<file path="src/rtl/utf8_text_width_measure_defines.svh">
// Assertion macros used by the top RTL file of the text width measurer.
`ifndef UTF8_TEXT_WIDTH_MEASURE_DEFINES_SVH
`define UTF8_TEXT_WIDTH_MEASURE_DEFINES_SVH

// Same-cycle implication, checked outside reset.
`define UTFW_ASSERT_NOW(label, clk, rst_n, ante, cons, msg) \
    label: assert property (@(posedge clk) disable iff (!rst_n) (ante) |-> (cons)) \
        else $error(msg);

// Next-cycle implication, checked outside reset.
`define UTFW_ASSERT_NEXT(label, clk, rst_n, ante, cons, msg) \
    label: assert property (@(posedge clk) disable iff (!rst_n) (ante) |=> (cons)) \
        else $error(msg);

`endif

</file>
<file path="src/rtl/utfw_pkg.sv">
package utfw_pkg;

    localparam int GLYPH_SLOTS = 256;
    localparam int CELL_SLOTS  = 8;
    localparam int CELL_SEL_W  = $clog2(CELL_SLOTS);
    localparam int CELLS       = (GLYPH_SLOTS + CELL_SLOTS - 1) / CELL_SLOTS;

    localparam int CODE_W   = 21;
    localparam int ADV_W    = 8;
    localparam int SLOT_W   = 8;
    localparam int BYTE_W   = 8;
    localparam int WIDTH_W  = 24;
    localparam int GCOUNT_W = 9;
    localparam int CELLW_W  = 8;
    localparam int PEND_W   = 2;

    // Remaining-slot counter carried along the cell row; at least wide
    // enough to compare against the slot count of one cell.
    localparam int LEFT_RAW = $clog2(GLYPH_SLOTS + 1);
    localparam int LEFT_W   = (LEFT_RAW > CELL_SEL_W + 1) ? LEFT_RAW : CELL_SEL_W + 1;
    localparam int CMP_W    = (LEFT_W > GCOUNT_W) ? LEFT_W : GCOUNT_W;

    localparam int CFG_IDX_W  = 2;
    localparam int CFG_DATA_W = 9;

    localparam logic [CFG_IDX_W-1:0] REG_GLYPH_COUNT = 2'd0;
    localparam logic [CFG_IDX_W-1:0] REG_CELL_WIDTH  = 2'd1;

    localparam logic OP_LOAD = 1'b0;
    localparam logic OP_TEXT = 1'b1;

    localparam logic [BYTE_W-1:0] UTF_ASCII_LIM = 8'h80;
    localparam logic [BYTE_W-1:0] UTF_MASK_2    = 8'hE0;
    localparam logic [BYTE_W-1:0] UTF_LEAD_2    = 8'hC0;
    localparam logic [BYTE_W-1:0] UTF_MASK_3    = 8'hF0;
    localparam logic [BYTE_W-1:0] UTF_LEAD_3    = 8'hE0;
    localparam logic [BYTE_W-1:0] UTF_MASK_4    = 8'hF8;
    localparam logic [BYTE_W-1:0] UTF_LEAD_4    = 8'hF0;
    localparam logic [BYTE_W-1:0] UTF_BITS_CONT = 8'h3F;
    localparam logic [BYTE_W-1:0] UTF_BITS_2    = 8'h1F;
    localparam logic [BYTE_W-1:0] UTF_BITS_3    = 8'h0F;
    localparam logic [BYTE_W-1:0] UTF_BITS_4    = 8'h07;
    localparam logic [CODE_W-1:0] CP_QMARK      = 21'h00003F;

    localparam logic [WIDTH_W-1:0] WIDTH_MAX = {WIDTH_W{1'b1}};

    typedef struct packed {
        logic                op;
        logic [SLOT_W-1:0]   slot;
        logic [CODE_W-1:0]   glyph_code;
        logic [ADV_W-1:0]    glyph_advance;
        logic [BYTE_W-1:0]   text_byte;
        logic                last;
    } t_in_item;

    typedef struct packed {
        logic [WIDTH_W-1:0] total_width;
        logic               ended_by_zero;
    } t_out_item;

    // One probe travelling down the cell row: either a slot write or a
    // codepoint search.
    typedef struct packed {
        logic               valid;
        logic               is_load;
        logic               found;
        logic [LEFT_W-1:0]  left;
        logic [CODE_W-1:0]  code;
        logic [ADV_W-1:0]   adv;
    } t_probe;

    // Decoder verdict for one text byte.
    typedef struct packed {
        logic               done;
        logic [CODE_W-1:0]  cp;
        logic [PEND_W-1:0]  pending;
        logic [CODE_W-1:0]  partial;
    } t_dec;

endpackage

</file>
<file path="src/rtl/utfw_decode.sv">
module utfw_decode (
    input  logic [utfw_pkg::BYTE_W-1:0] i_byte,
    input  logic [utfw_pkg::PEND_W-1:0] i_pending,
    input  logic [utfw_pkg::CODE_W-1:0] i_partial,
    output utfw_pkg::t_dec              o_dec
);
    import utfw_pkg::*;

    logic [CODE_W-1:0] merged;

    always_comb begin
        merged  = {i_partial[CODE_W-7:0], i_byte[5:0] & UTF_BITS_CONT[5:0]};
        o_dec   = '0;
        if (i_pending == '0) begin
            if (i_byte < UTF_ASCII_LIM) begin
                o_dec.done = 1'b1;
                o_dec.cp   = CODE_W'(i_byte);
            end else if ((i_byte & UTF_MASK_2) == UTF_LEAD_2) begin
                o_dec.partial = CODE_W'(i_byte & UTF_BITS_2);
                o_dec.pending = PEND_W'(1);
            end else if ((i_byte & UTF_MASK_3) == UTF_LEAD_3) begin
                o_dec.partial = CODE_W'(i_byte & UTF_BITS_3);
                o_dec.pending = PEND_W'(2);
            end else if ((i_byte & UTF_MASK_4) == UTF_LEAD_4) begin
                o_dec.partial = CODE_W'(i_byte & UTF_BITS_4);
                o_dec.pending = PEND_W'(3);
            end else begin
                o_dec.done = 1'b1;
                o_dec.cp   = CP_QMARK;
            end
        end else begin
            o_dec.pending = i_pending - PEND_W'(1);
            if (i_pending == PEND_W'(1)) begin
                o_dec.done = 1'b1;
                o_dec.cp   = merged;
            end else begin
                o_dec.partial = merged;
            end
        end
    end

endmodule

</file>
<file path="config.mk">
export PLATFORM = sky130hd
export DESIGN_NAME = utfw_decode
export DESIGN_NICKNAME = d
export VERILOG_FILES = /design/src/rtl/utf8_text_width_measure_defines.svh /design/src/rtl/utfw_pkg.sv /design/src/rtl/utfw_decode.sv
export SDC_FILE = /design/constraint.sdc
export NUM_CORES = 1
export LEC_CHECK = 0
export ABC_AREA = 1
export BUFFER_PORTS_ARGS = -buffer_cell sky130_fd_sc_hd__buf_2
export CAP_MARGIN = 10
export CELL_PAD_IN_SITES_DETAIL_PLACEMENT = 0
export CELL_PAD_IN_SITES_GLOBAL_PLACEMENT = 1
export CORE_AREA = 8 8 58 70
export DETAILED_ROUTE_END_ITERATION = 8
export DIE_AREA = 0 0 66 78
export PLACE_DENSITY_LB_ADDON = 0.12
export SLEW_MARGIN = 40
export SYNTH_ARGS = -nofsm -noshare
export SYNTH_HDL_FRONTEND = slang
export SYNTH_SLANG_ARGS = --single-unit
</file>
<file path="constraint.sdc">
create_clock -name vclk -period 3.35
set_clock_uncertainty 0.1 [all_clocks]
set_input_delay 0.67 -clock vclk [all_inputs]
set_output_delay 0.67 -clock vclk [all_outputs]
set_load 0.03 [all_outputs]
</file>
After elaboration in Yosys (flattened, before gate mapping)
Index checks and enable logic that the tools add are counted.
- add/sub/neg operators: 1
- magnitude comparators: 1
- equal/unequal tests: 4
- muxes and demuxes: 11
- reductions and logical operators: 1
- operator list (cell ; number):
    22-bit 2-to-1 mux ; 5
    23-bit 2-to-1 mux ; 4
    45-bit 2-to-1 mux ; 1
    21-bit 2-to-1 mux ; 1
    8-bit less-than comparator, second input constant ; 1
    5-bit == test, second input constant ; 1
    4-bit == test, second input constant ; 1
    3-bit == test, second input constant ; 1
    2-bit by 1-bit == test with 1-bit output, second input constant ; 1
    2-bit logical NOT ; 1
    2-bit by 1-bit subtractor with 2-bit output, second input constant ; 1
- register bits: 0
- output and inout bits: 45

Logic depth before layout (Yosys ltp)
- depth in word-level cells: 6
- depth in mapped cells: 7
- mapped depth without buffers: 6

Least setup slack after synthesis
Ideal clock, no wire load.
- path kind: in2out
- start: input i_byte[7] (netlist bit)
- end: output o_dec[0] (netlist bit)
- arrival: 1.714 ns
- required time: 2.580 ns
- path slack: 0.866 ns
- cell stages on the path: 7
- buffers on the path: 1
- cell sequence: buf_4 nand2_1 inv_2 nand2_1 nand3_2 nand2_2 nor2_1
- RTL lines (item ; RTL line ; RTL):
    start: declaration ; utfw_decode.sv:2 ; input logic [utfw_pkg::BYTE_W-1:0] i_byte,
    end: declaration ; utfw_decode.sv:5 ; output utfw_pkg::t_dec o_dec

==> results <==
- The run finished with clean final reports.
- The internal power consumption is around 0.049 mW.
- For hold timing, the worst endpoint is o_dec[21].
- The layout overhead on the synthesized area is 81.64%.
- From bottom edge to top edge, the die measures 78 um.
- The post-layout worst setup margin is approximately 0.73 ns.
- The worst hold path passes through 3 cells.
- The sequential cells in the finished layout cover a total of 0 um^2.
- After layout, the worst path uses 78.16% of the clock period.
- The count of synthesis-stage warnings from yosys is 0.
- The final-report setup violation count is 0.
- The number of detailed-route iterations in the first pass is 4.
- The setup path with the least slack is of type in -> out.
- A synthesized cell averages 4.522 um^2.
- The leakage power figure is about 0.57 nW.
- The count of routing violations after the opening detailed-route iteration is 17.
- Max-cap violations in this run came to 0.
- After synthesis the cells add up to 456.7 um^2.
- After routing, the total negative slack on setup checks comes to 0 ns.
- The number of slew-limit violations in the final report is 0.
- The number of antenna violations at the first check in global routing came to 0.
- The die is around 66 um wide.
- The top achievable clock speed is around 380 MHz.
- The fraction of power consumed by combinational cells is between 90% and 100%.
- The initial utilization of the core area, before any placement, comes to about 15%.
- Setup repair after global routing left no endpoint under its margin.
- After floorplanning, the core was sized to cover 2973 um^2.
- The filler cells instantiated in the layout total between 300 and 400.
- The detailed-route vias per instance is ~4.2.
- The die covers 5148 um^2.
- The count of cell types in the netlist is 15.
- The biggest area contributor in the post-synthesis netlist is nor2_1.
- The register area share after synthesis is 0%.
- The routed via count is 845.
- Traced cell by cell, the critical path runs through buf_2 > nor2_4 > nand3_2 > a21oi_1 > buf_2.
- The post-detailed-route DRC marker count is 0.
- The cell count after synthesis came out at about 100.
- The area share of the largest cell type after synthesis is a little over a fifth.
- Across the VDD grid, the largest voltage drop is 0.00005654 V.
- The overall overflow remaining after global route is 0.
- The switching power of the nets is approximately 0.12 mW.
- The share of total power dissipated in the clock network is 0%.
- The routed wire length is approximately 2300 um.
- The signal arrival time at the worst endpoint is roughly 1.9 ns.
- The number of clock buffer instances in the layout is 0.
- The headroom to the max-slew limit is roughly 71%.
- STA classifies the critical path startpoint as a primary input.
- After layout, the minimum clock period comes to 2.618 ns.
- In the post-synthesis netlist, the biggest area contributors are nor2_1 (21%), nor3_1 (18%), inv_1 (16%).
- The count of buffers inserted at the top-level ports is 70.
- The net count of the finished layout is 200.
- Timing analysis after detailed placement gives a worst setup slack of ~0.7 ns.
- The library cell used most frequently in the layout, excluding fill and tap cells, is buf_2.
- The startpoint of the tightest hold check path is i_pending[0].
- In this run, post-CTS hold repair placed 0 buffers.
- The class of the tightest hold or removal check is in -> out.
- Along the worst path, the maximum fanout reaches 19.
- Once detail routing completed, the nets flagged for antenna violations numbered 0.
- The switching power share of the total is between 70 and 80%.
- Detailed placement finished with a half-perimeter wire length of between 1500 and 2000 um.
- The top cell types in the final layout, fill and taps aside, are buf_2 (70), nor2_1 (26), inv_1 (20).
- The critical-path cell with the highest stage delay is nor2_4.
- The number of global-route vias before repair was 819.
- Entering global routing, the biggest net connects 20 pins.
- After clock tree synthesis, the setup repair step added 0 buffers.
- The fraction of final layout cells with drive strength greater than 1 is approximately 47%.
- The required time at the endpoint of the critical path is ~2.6 ns.
- Sequential cells placed in the final layout were counted as 0.
- The total global-route track usage is 8.103%.
- STA classifies the critical path endpoint as an output port.
- The row count is 22.
- The final number of hold-violating endpoints is 0.
- The total power is 0.1698 mW.
- The global placer's final weighted congestion is between 0.7 and 0.8.
- The power density over the cells is between 200 and 250 nW/um^2.
- The boundary pin count is 76.
- The actual slew at the worst max-slew pin is approximately 0.43 ns.
- The number of diodes added for antenna fixing is 0.
- The routed length per placed instance is between 10 and 15 um.
- Synthesis produced a netlist with a net count of around 130.
- The cell repeated most along the worst path is buf_2.
- The count of instances resized after the clock tree is built is 0.
- The wire length of the first global-routing pass is 3698 um.
- For this run, the slowest stage of the critical path takes roughly 0.36 ns.
- Of the total power, registers draw 0%.
[per-layer routing]
metal / wire length, um / global-route usage (%) / up-vias
met5: 0 / 0 / -
met4: 0 / 0 / 0
met3: 356 / 2.874 / 0
met2: 1023 / 14.27 / 52
met1: 951 / 9.648 / 351
li1: - / - / 442
[synth_stat cells, drive strengths merged]
library cell and count:
a21oi 9, nor2 28, buf 5, nand2 13
nand3 4, inv 23, o21ai 1, nor3 16
nand3b 1, o22ai 1
[power groups by stage]
stage	Clock, mW	Sequential [mW]	Combinational [mW]
after global placement	0	0	0.173
after CTS	0	0	0.173
final	0	0	0.170
after detailed placement	0	0	0.173
after floorplan	0	0	0.115
after global routing	0	0	0.185
[critical path, delay by kind of cell]
kind	cells	cell delay (ns)
simple gates	2	0.61
compound gates	1	0.20
buf+inv	2	0.37
[area by class of cell]
| class | instances | area (um^2) | area share (%) |
|---|---|---|---|
| Timing Repair Buffer | 71 | 357.8 | 43.14 |
| Multi-Input combinational cell | 73 | 340.3 | 41.03 |
| Inverter | 23 | 86.33 | 10.41 |
| Tap cell | 36 | 45.04 | 5.430 |
[how the worst max path moves through the flow]
stage	end	cells after the start	slack, ns	start
5_1_grt	o_dec[27]	5	0.66	i_pending[1]
2_1_floorplan	o_dec[0]	7	0.87	i_byte[7]
6_report	o_dec[24]	5	0.73	i_pending[1]
3_3_place_gp	o_dec[24]	5	0.70	i_pending[1]
3_5_place_dp	o_dec[23]	5	0.68	i_pending[1]
4_1_cts	o_dec[24]	5	0.68	i_pending[1]
[cells by family after synthesis]
logic type             Yosys count  synth area share (%)
AND/OR/NAND/NOR                 62                 62.19
buffers and inverters           28                 25.48
AO/OA/AOI/OAI                   11                 12.33
[per-stage QoR]
stage                     hold slack (ns)  utilization [%]  area (um^2)  std cells
after floorplan                     1.350                -        456.7        101
after global placement              1.584            27.90        829.5        203
after detailed placement            1.586            27.90        829.5        203
after CTS                           1.587            27.90        829.5        203
after global routing                1.604            27.90        829.5        203
final                               1.581            27.90        829.5        203
Note: power is estimated with default switching activity, not from simulation.
