## config.mk

```make
export PLATFORM = sky130hd
export DESIGN_NAME = utfw_cell
export DESIGN_NICKNAME = d
export VERILOG_FILES = /design/src/rtl/utf8_text_width_measure_defines.svh /design/src/rtl/utfw_pkg.sv /design/src/rtl/utfw_cell.sv
export SDC_FILE = /design/constraint.sdc
export NUM_CORES = 1
export LEC_CHECK = 0
export BUFFER_PORTS_ARGS = -buffer_cell sky130_fd_sc_hd__buf_4
export CORE_UTILIZATION = 50
export DETAILED_ROUTE_END_ITERATION = 7
export PLACE_DENSITY = 0.8
export SLEW_MARGIN = 20
export SYNTH_ARGS = -nofsm -noshare
export SYNTH_HDL_FRONTEND = slang
export SYNTH_SLANG_ARGS = --single-unit
export TNS_END_PERCENT = 100
```

## constraint.sdc

```tcl
create_clock -name i_clk -period 6.6 [get_ports i_clk]
set_input_delay 1.32 -clock i_clk [delete_from_list [all_inputs] [get_ports i_clk]]
set_output_delay 1.32 -clock i_clk [all_outputs]
set_load 0.05 [all_outputs]
```

## src/rtl/utf8_text_width_measure_defines.svh

```systemverilog
// Assertion macros used by the top RTL file of the text width measurer.
`ifndef UTF8_TEXT_WIDTH_MEASURE_DEFINES_SVH
`define UTF8_TEXT_WIDTH_MEASURE_DEFINES_SVH

// Same-cycle implication, checked outside reset.
`define UTFW_ASSERT_NOW(label, clk, rst_n, ante, cons, msg) \
    label: assert property (@(posedge clk) disable iff (!rst_n) (ante) |-> (cons)) \
        else $error(msg);

// Next-cycle implication, checked outside reset.
`define UTFW_ASSERT_NEXT(label, clk, rst_n, ante, cons, msg) \
    label: assert property (@(posedge clk) disable iff (!rst_n) (ante) |=> (cons)) \
        else $error(msg);

`endif

```

## src/rtl/utfw_pkg.sv

```systemverilog
package utfw_pkg;

    localparam int GLYPH_SLOTS = 256;
    localparam int CELL_SLOTS  = 8;
    localparam int CELL_SEL_W  = $clog2(CELL_SLOTS);
    localparam int CELLS       = (GLYPH_SLOTS + CELL_SLOTS - 1) / CELL_SLOTS;

    localparam int CODE_W   = 21;
    localparam int ADV_W    = 8;
    localparam int SLOT_W   = 8;
    localparam int BYTE_W   = 8;
    localparam int WIDTH_W  = 24;
    localparam int GCOUNT_W = 9;
    localparam int CELLW_W  = 8;
    localparam int PEND_W   = 2;

    // Remaining-slot counter carried along the cell row; at least wide
    // enough to compare against the slot count of one cell.
    localparam int LEFT_RAW = $clog2(GLYPH_SLOTS + 1);
    localparam int LEFT_W   = (LEFT_RAW > CELL_SEL_W + 1) ? LEFT_RAW : CELL_SEL_W + 1;
    localparam int CMP_W    = (LEFT_W > GCOUNT_W) ? LEFT_W : GCOUNT_W;

    localparam int CFG_IDX_W  = 2;
    localparam int CFG_DATA_W = 9;

    localparam logic [CFG_IDX_W-1:0] REG_GLYPH_COUNT = 2'd0;
    localparam logic [CFG_IDX_W-1:0] REG_CELL_WIDTH  = 2'd1;

    localparam logic OP_LOAD = 1'b0;
    localparam logic OP_TEXT = 1'b1;

    localparam logic [BYTE_W-1:0] UTF_ASCII_LIM = 8'h80;
    localparam logic [BYTE_W-1:0] UTF_MASK_2    = 8'hE0;
    localparam logic [BYTE_W-1:0] UTF_LEAD_2    = 8'hC0;
    localparam logic [BYTE_W-1:0] UTF_MASK_3    = 8'hF0;
    localparam logic [BYTE_W-1:0] UTF_LEAD_3    = 8'hE0;
    localparam logic [BYTE_W-1:0] UTF_MASK_4    = 8'hF8;
    localparam logic [BYTE_W-1:0] UTF_LEAD_4    = 8'hF0;
    localparam logic [BYTE_W-1:0] UTF_BITS_CONT = 8'h3F;
    localparam logic [BYTE_W-1:0] UTF_BITS_2    = 8'h1F;
    localparam logic [BYTE_W-1:0] UTF_BITS_3    = 8'h0F;
    localparam logic [BYTE_W-1:0] UTF_BITS_4    = 8'h07;
    localparam logic [CODE_W-1:0] CP_QMARK      = 21'h00003F;

    localparam logic [WIDTH_W-1:0] WIDTH_MAX = {WIDTH_W{1'b1}};

    typedef struct packed {
        logic                op;
        logic [SLOT_W-1:0]   slot;
        logic [CODE_W-1:0]   glyph_code;
        logic [ADV_W-1:0]    glyph_advance;
        logic [BYTE_W-1:0]   text_byte;
        logic                last;
    } t_in_item;

    typedef struct packed {
        logic [WIDTH_W-1:0] total_width;
        logic               ended_by_zero;
    } t_out_item;

    // One probe travelling down the cell row: either a slot write or a
    // codepoint search.
    typedef struct packed {
        logic               valid;
        logic               is_load;
        logic               found;
        logic [LEFT_W-1:0]  left;
        logic [CODE_W-1:0]  code;
        logic [ADV_W-1:0]   adv;
    } t_probe;

    // Decoder verdict for one text byte.
    typedef struct packed {
        logic               done;
        logic [CODE_W-1:0]  cp;
        logic [PEND_W-1:0]  pending;
        logic [CODE_W-1:0]  partial;
    } t_dec;

endpackage

```

## src/rtl/utfw_cell.sv

```systemverilog
module utfw_cell (
    input  logic            i_clk,
    input  logic            i_rst_n,
    input  utfw_pkg::t_probe i_probe,
    output utfw_pkg::t_probe o_probe
);
    import utfw_pkg::*;

    logic [CODE_W-1:0] r_codes [CELL_SLOTS];
    logic [ADV_W-1:0]  r_advs  [CELL_SLOTS];
    t_probe            r_probe;
    t_probe            n_probe;
    logic              local_slot;
    logic              wr_en;
    logic              hit;
    logic [ADV_W-1:0]  hit_adv;

    // A load whose remaining count falls inside this cell is written here (a search
    // checks the slots below it); otherwise the count drops by one cell's worth and it moves on.
    always_comb begin
        local_slot = i_probe.left < LEFT_W'(CELL_SLOTS);
        wr_en      = i_probe.valid && i_probe.is_load && !i_probe.found && local_slot;
        hit        = 1'b0;
        hit_adv    = '0;
        for (int k = 0; k < CELL_SLOTS; k++) begin
            if (!hit && !i_probe.is_load && !i_probe.found &&
                (LEFT_W'(k) < i_probe.left) && (r_codes[k] == i_probe.code)) begin
                hit     = 1'b1;
                hit_adv = r_advs[k];
            end
        end
        n_probe      = i_probe;
        n_probe.left = local_slot ? '0 : i_probe.left - LEFT_W'(CELL_SLOTS);
        if (wr_en) begin
            n_probe.found = 1'b1;
        end
        if (hit) begin
            n_probe.found = 1'b1;
            n_probe.adv   = hit_adv;
        end
    end

    always_ff @(posedge i_clk) begin
        if (wr_en) begin
            r_codes[i_probe.left[CELL_SEL_W-1:0]] <= i_probe.code;
            r_advs[i_probe.left[CELL_SEL_W-1:0]]  <= i_probe.adv;
        end
    end

    always_ff @(posedge i_clk) begin
        if (!i_rst_n) begin
            r_probe.valid <= 1'b0;
        end else begin
            r_probe.valid <= n_probe.valid;
        end
        r_probe.is_load <= n_probe.is_load;
        r_probe.found   <= n_probe.found;
        r_probe.left    <= n_probe.left;
        r_probe.code    <= n_probe.code;
        r_probe.adv     <= n_probe.adv;
    end

    assign o_probe = r_probe;

endmodule

```

Yosys cells after proc, flatten, opt, wreduce, memory -nomap -nowiden
Memory sizes are Yosys's and may differ from the RTL's.
Index checks and enable logic that the tools add are counted.

storage, ports and cells
  output and inout bits = 41
  logic and storage cells = 89
  bits in writable memories = 232
  register bits = 41
  memories = 2
  input bits = 43

memories
  name     depth  width  rd ports  clocked after Yosys merged registers in  wr ports  RTL line         text
  r_codes  8      21     8         0                                        1         utfw_cell.sv:9   logic [CODE_W-1:0] r_codes [CELL_SLOTS];
  r_advs   8      8      8         0                                        1         utfw_cell.sv:10  logic [ADV_W-1:0] r_advs [CELL_SLOTS];

cells by class
  eq/ne operators = 8
  reductions and logical operators = 44
  order comparisons = 9
  mux-type cells = 19
  add/subtract/negate cells = 1

operator list
  cell                   count
  $eq A21 B21 Y1         8
  $mux W8                9
  $lt A3 B9 Y1 const A   4
  $logic_and A1 B1 Y1    34
  $lt A1 B9 Y1 const A   2
  $lt A2 B9 Y1 const A   2
  $mux W1                10
  $logic_not A1 Y1       9
  $lt A9 B4 Y1 const B   1
  $sub A9 B4 Y9 const B  1
  $reduce_or A2 Y1       1

Longest topological paths before layout
  word-level depth = 48
  depth in mapped cells = 12
  gate-level depth less buffers = 9

Least setup slack after synthesis
Ideal clock, no wire load.

  path kind = input to register
  start = input i_probe[32] (netlist name)
  end = memory r_advs[0][0] (enable)
  required time = 6.149 ns
  arrival time = 4.622 ns
  setup slack = 1.526 ns
  cell stages on the path = 7
  library setup time = 0.451 ns
  buffers on the path = 0
  path through = inv_1 ha_1 nand2_1 nor3_1 nand3_1 or3_1 nor3_1

on the way
  word-level cells in the longest chain between the ends = 4

ends and longest elaborated chain
  item                           RTL line         text
  start: declaration             utfw_cell.sv:4   input utfw_pkg::t_probe i_probe,
  $lt A9 B4 Y1                   utfw_cell.sv:21  local_slot = i_probe.left < LEFT_W'(CELL_SLOTS);
  $logic_and A1 B1 Y1            utfw_cell.sv:22  wr_en = i_probe.valid && i_probe.is_load && !i_probe.found && local_slot;
  $mux W1                        utfw_cell.sv:44  if (wr_en) begin
  $mux W1 (implied by the code)  utfw_cell.sv:46  r_advs[i_probe.left[CELL_SEL_W-1:0]] <= i_probe.adv;
  end: declaration               utfw_cell.sv:10

Every way passes these cells.

Worst setup path in the final report
  start = input i_probe[34] (netlist name)
  end = register r_probe (netlist bit o_probe[38])

on the way
  word-level cells in the longest chain between the ends = 47
  elaborated cells between the ends (all ways) = 56
  those cells by class = order compare: 9; mux: 8; reduce/logical: 39

ends and longest elaborated chain
  item                                 RTL line         text
  $lt A1 B9 Y1                         utfw_cell.sv:27  (LEFT_W'(k) < i_probe.left) && (r_codes[k] == i_probe.code)) begin
  $logic_and A1 B1 Y1                  utfw_cell.sv:26  if (!hit && !i_probe.is_load && !i_probe.found &&
  $logic_and A1 B1 Y1                  utfw_cell.sv:27
  $mux W1                              utfw_cell.sv:26
  $logic_not A1 Y1                     utfw_cell.sv:26
  $logic_and A1 B1 Y1 (3 in series)    utfw_cell.sv:26
  $logic_and A1 B1 Y1                  utfw_cell.sv:27
  $mux W1                              utfw_cell.sv:26
  [25 not listed]                      n/a
  $logic_and A1 B1 Y1 (3 in series)    utfw_cell.sv:26
  $logic_and A1 B1 Y1                  utfw_cell.sv:27
  $mux W1                              utfw_cell.sv:26
  $logic_not A1 Y1                     utfw_cell.sv:26
  $logic_and A1 B1 Y1 (3 in series)    utfw_cell.sv:26
  $logic_and A1 B1 Y1                  utfw_cell.sv:27
  $mux W1                              utfw_cell.sv:26
  $reduce_or A2 Y1 (no source line) *  n/a
  end: declaration                     utfw_cell.sv:11  t_probe r_probe;

Mark *: on every way between the ends. The rest lies on a longest branch, timed or not.
A chain may end at the register's enable or synchronous reset.

==> flow_summary.toml <==
[status]
status = "finished clean"

[cts]
cts_hold_buf = 0
cts.sinks = 273
h-tree-depth = 1
clk_pin_slew_worst_paths_ns = 0.06
cts-buffers-inserted = 28
cts_resized = 0
cts_root_buf = "clkbuf_16"
cts_setup_buffers = 0
tritoncts = "yes"
clockBufferDepth = 3
clk_latency_ns = 0.53

[power_and_ir_drop]
p_leak_nw = 4.20
pwr-share-clk_pct = 41.9
p_sw_uw = 787
vdd_drop_max_uv = 215
seq_power_share_pct = 52.1
switching_share_pct = 21.7
combPwrFrac_pct = 6.0
power.total_mw = 3.62
p_int_mw = 2.83
power.density_mw_per_mm2 = 288

[worst_setup_path]
cp.arrival_ns = 4.47
cp_max_fo = 17
crit_type = "in2reg"
crit_buf_inv = 1
cp_cell_sequence = "buf_4 > nor4_4 > nand2_1 > nor4_2 > or3_1 > o211ai_1 > or3_4 > or4b_4"
start_kind = "input pin"
cp_top_family = "simple AND/OR/NAND/NOR gates"
required_ns = 7.01
end_kind = "flop"
slowest_stage = "or3_4"
critPathMaxStageDelay_ns = 0.64

[yosys]
synth_cells = 674
synthTopCellsByArea = "edfxtp_1 (65%), dfxtp_1 (7.6%), xor2_1 (7.3%), xnor2_1 (6.2%), nor4_1 (1.3%)"
synth_fp_nets = 719
yosysWarnings = 0
synth_top_flop_cell = "edfxtp_1"
async_flop_share_pct = 0
synth.distinct_cells = 48
syn_area_mm2 = 0.0108
synth.avg_cell_area_um2 = 16.0
ys_ff_latch = 273
yosysTopAreaCell = "edfxtp_1"
synth-edff-count = 232
yosysTopAreaCellShare_pct = 64.7
yosysSeqAreaShare_pct = 72.3

[layout]
diodes = 0
postLayoutCellArea_mm2 = 0.0126
flow.area_growth_from_synthesis_pct = 16.5
nets = 810
layout_commonest_cell = "edfxtp_1"
final_core_util_pct = 59.5
layout_common_cells = "edfxtp_1 (232), buf_4 (92), xor2_1 (90), xnor2_1 (76), dfxtp_1 (41)"
fin_cells = 1062
layout-drive-gt1-share_pct = 20.5

[timing]
fin_crit_ns = 4.06
setup_ws_ns = 2.54
skew_ns = 0.0146
fmax_ghz = 0.246
hold_viol = 0
max-slew-margin-rel_pct = 29.2
rsz0062_at_grt = "no"
fin_crit_sh_pct = 61.5
setup_viol = 0
fin_setup_tns_ns = 0
tightest_slew_ns = 1.06
maxSlewViolCount = 0
whs_ns = 0.528

[global_route]
grt_pass1_vias = 5734
grtUsageTotal_pct = 20.2
grt_start_max_net_pins = 30
grt_overflow = 0
grt_pass1_wl_um = 33500
antenna_found_initial = 0

[floorplan]
std_cell_rows = 53
io_pins = 84
initial_utilization_pct = 51.1
die_w_um = 149
die_h_um = 149
core_area_mm2 = 0.0211
die_area_mm2 = 0.0221

[route]
route.detailed.drc = 0
drt_iter0_drc = 451
ant_nets = 0
post_drt_wl_per_cell_um = 20.6
finalWirelength_um = 21900
drt_pass1_iterations = 5
via_per_inst = 5.51
vias = 5847

[place]
io_buffers = 83
placed_area_mm2 = 0.0116
gp_routability_congestion = 0.783
place_inst = 1010
pre_cts_ws_ns = 2.05
dp_hpwl_um = 13200

[flow_run]
cap_violations = 0

[hold_path]
hp-class = "reg2reg"
power by group through the flow:
stage | registers (mW) | logic [mW] | clock network, mW
floorplan | 1.97 | 0.0833 | 0
global placement | 1.92 | 0.214 | 0
detailed placement | 1.92 | 0.218 | 0
CTS | 1.89 | 0.220 | 1.53
global route | 1.89 | 0.233 | 1.60
finish | 1.89 | 0.218 | 1.52
worst reg2reg max path, stage by stage (launching register included):
cell and delay (ns):
edfxtp_1 0.40, xor2_1 0.26, nor4_1 0.12, nand4_1 0.23
or3_1 0.44, o211ai_1 0.51, or3_4 0.64, or4b_4 0.55
area by class of cell:
class                   count  area, um2
repair buffers             92        691
multi-input cells         365       2810
well taps                 275        344
fillers                  1601       8540
flip-flops and latches    273       7790
inverters                   5       18.8
clock buffers              36        782
clock inverters            16        121
layer usage:
layer	global-route usage [%]	share of wire (%)	up-vias
li1	-	-	2682
met1	27.9	43	2930
met5	0	0	-
met4	6.02	2.6	0
met3	3.03	5.9	34
met2	33.3	49	201
cell usage after synthesis, types with 9 or more instances:
cell type / n
buf_2: 17
a21oi_1: 10
nand2_1: 16
a22oi_1: 15
nor2b_1: 9
nand4_1: 22
dfxtp_1: 41
nand3_1: 18
xnor2_1: 76
nor4_1: 23
nor3_1: 10
nor2_1: 17
edfxtp_1: 232
xor2_1: 90
final timing paths:
| kind | from | to | slack [ns] | cells past startpoint |
|---|---|---|---|---|
| hold / removal | r_advs[7][2] | o_probe[2] | 0.53 | 2 |
| setup reg to reg | r_codes[0][18] | o_probe[38] | 3.33 | 7 |
| setup / recovery | i_probe[34] | o_probe[38] | 2.54 | 8 |
| hold reg to reg | r_advs[7][2] | o_probe[2] | 0.53 | 2 |
cells by family after synthesis:
| group | Yosys count | synth area share [%] |
|---|---|---|
| AND/OR/NAND/NOR | 141 | 7.91 |
| multiplexers | 1 | 0.105 |
| buffers and inverters | 36 | 2.04 |
| flip-flops | 273 | 72.3 |
| AO/OA/AOI/OAI | 52 | 3.47 |
| adder cells (fa/ha/maj) | 2 | 0.232 |
| XOR/XNOR | 169 | 13.9 |
flip-flops by register name, indices dropped and copies added, names as in the netlist:
signal / count
r_codes: 168
r_advs: 64
o_probe: 41
Note: power is estimated with default switching activity, not from simulation.
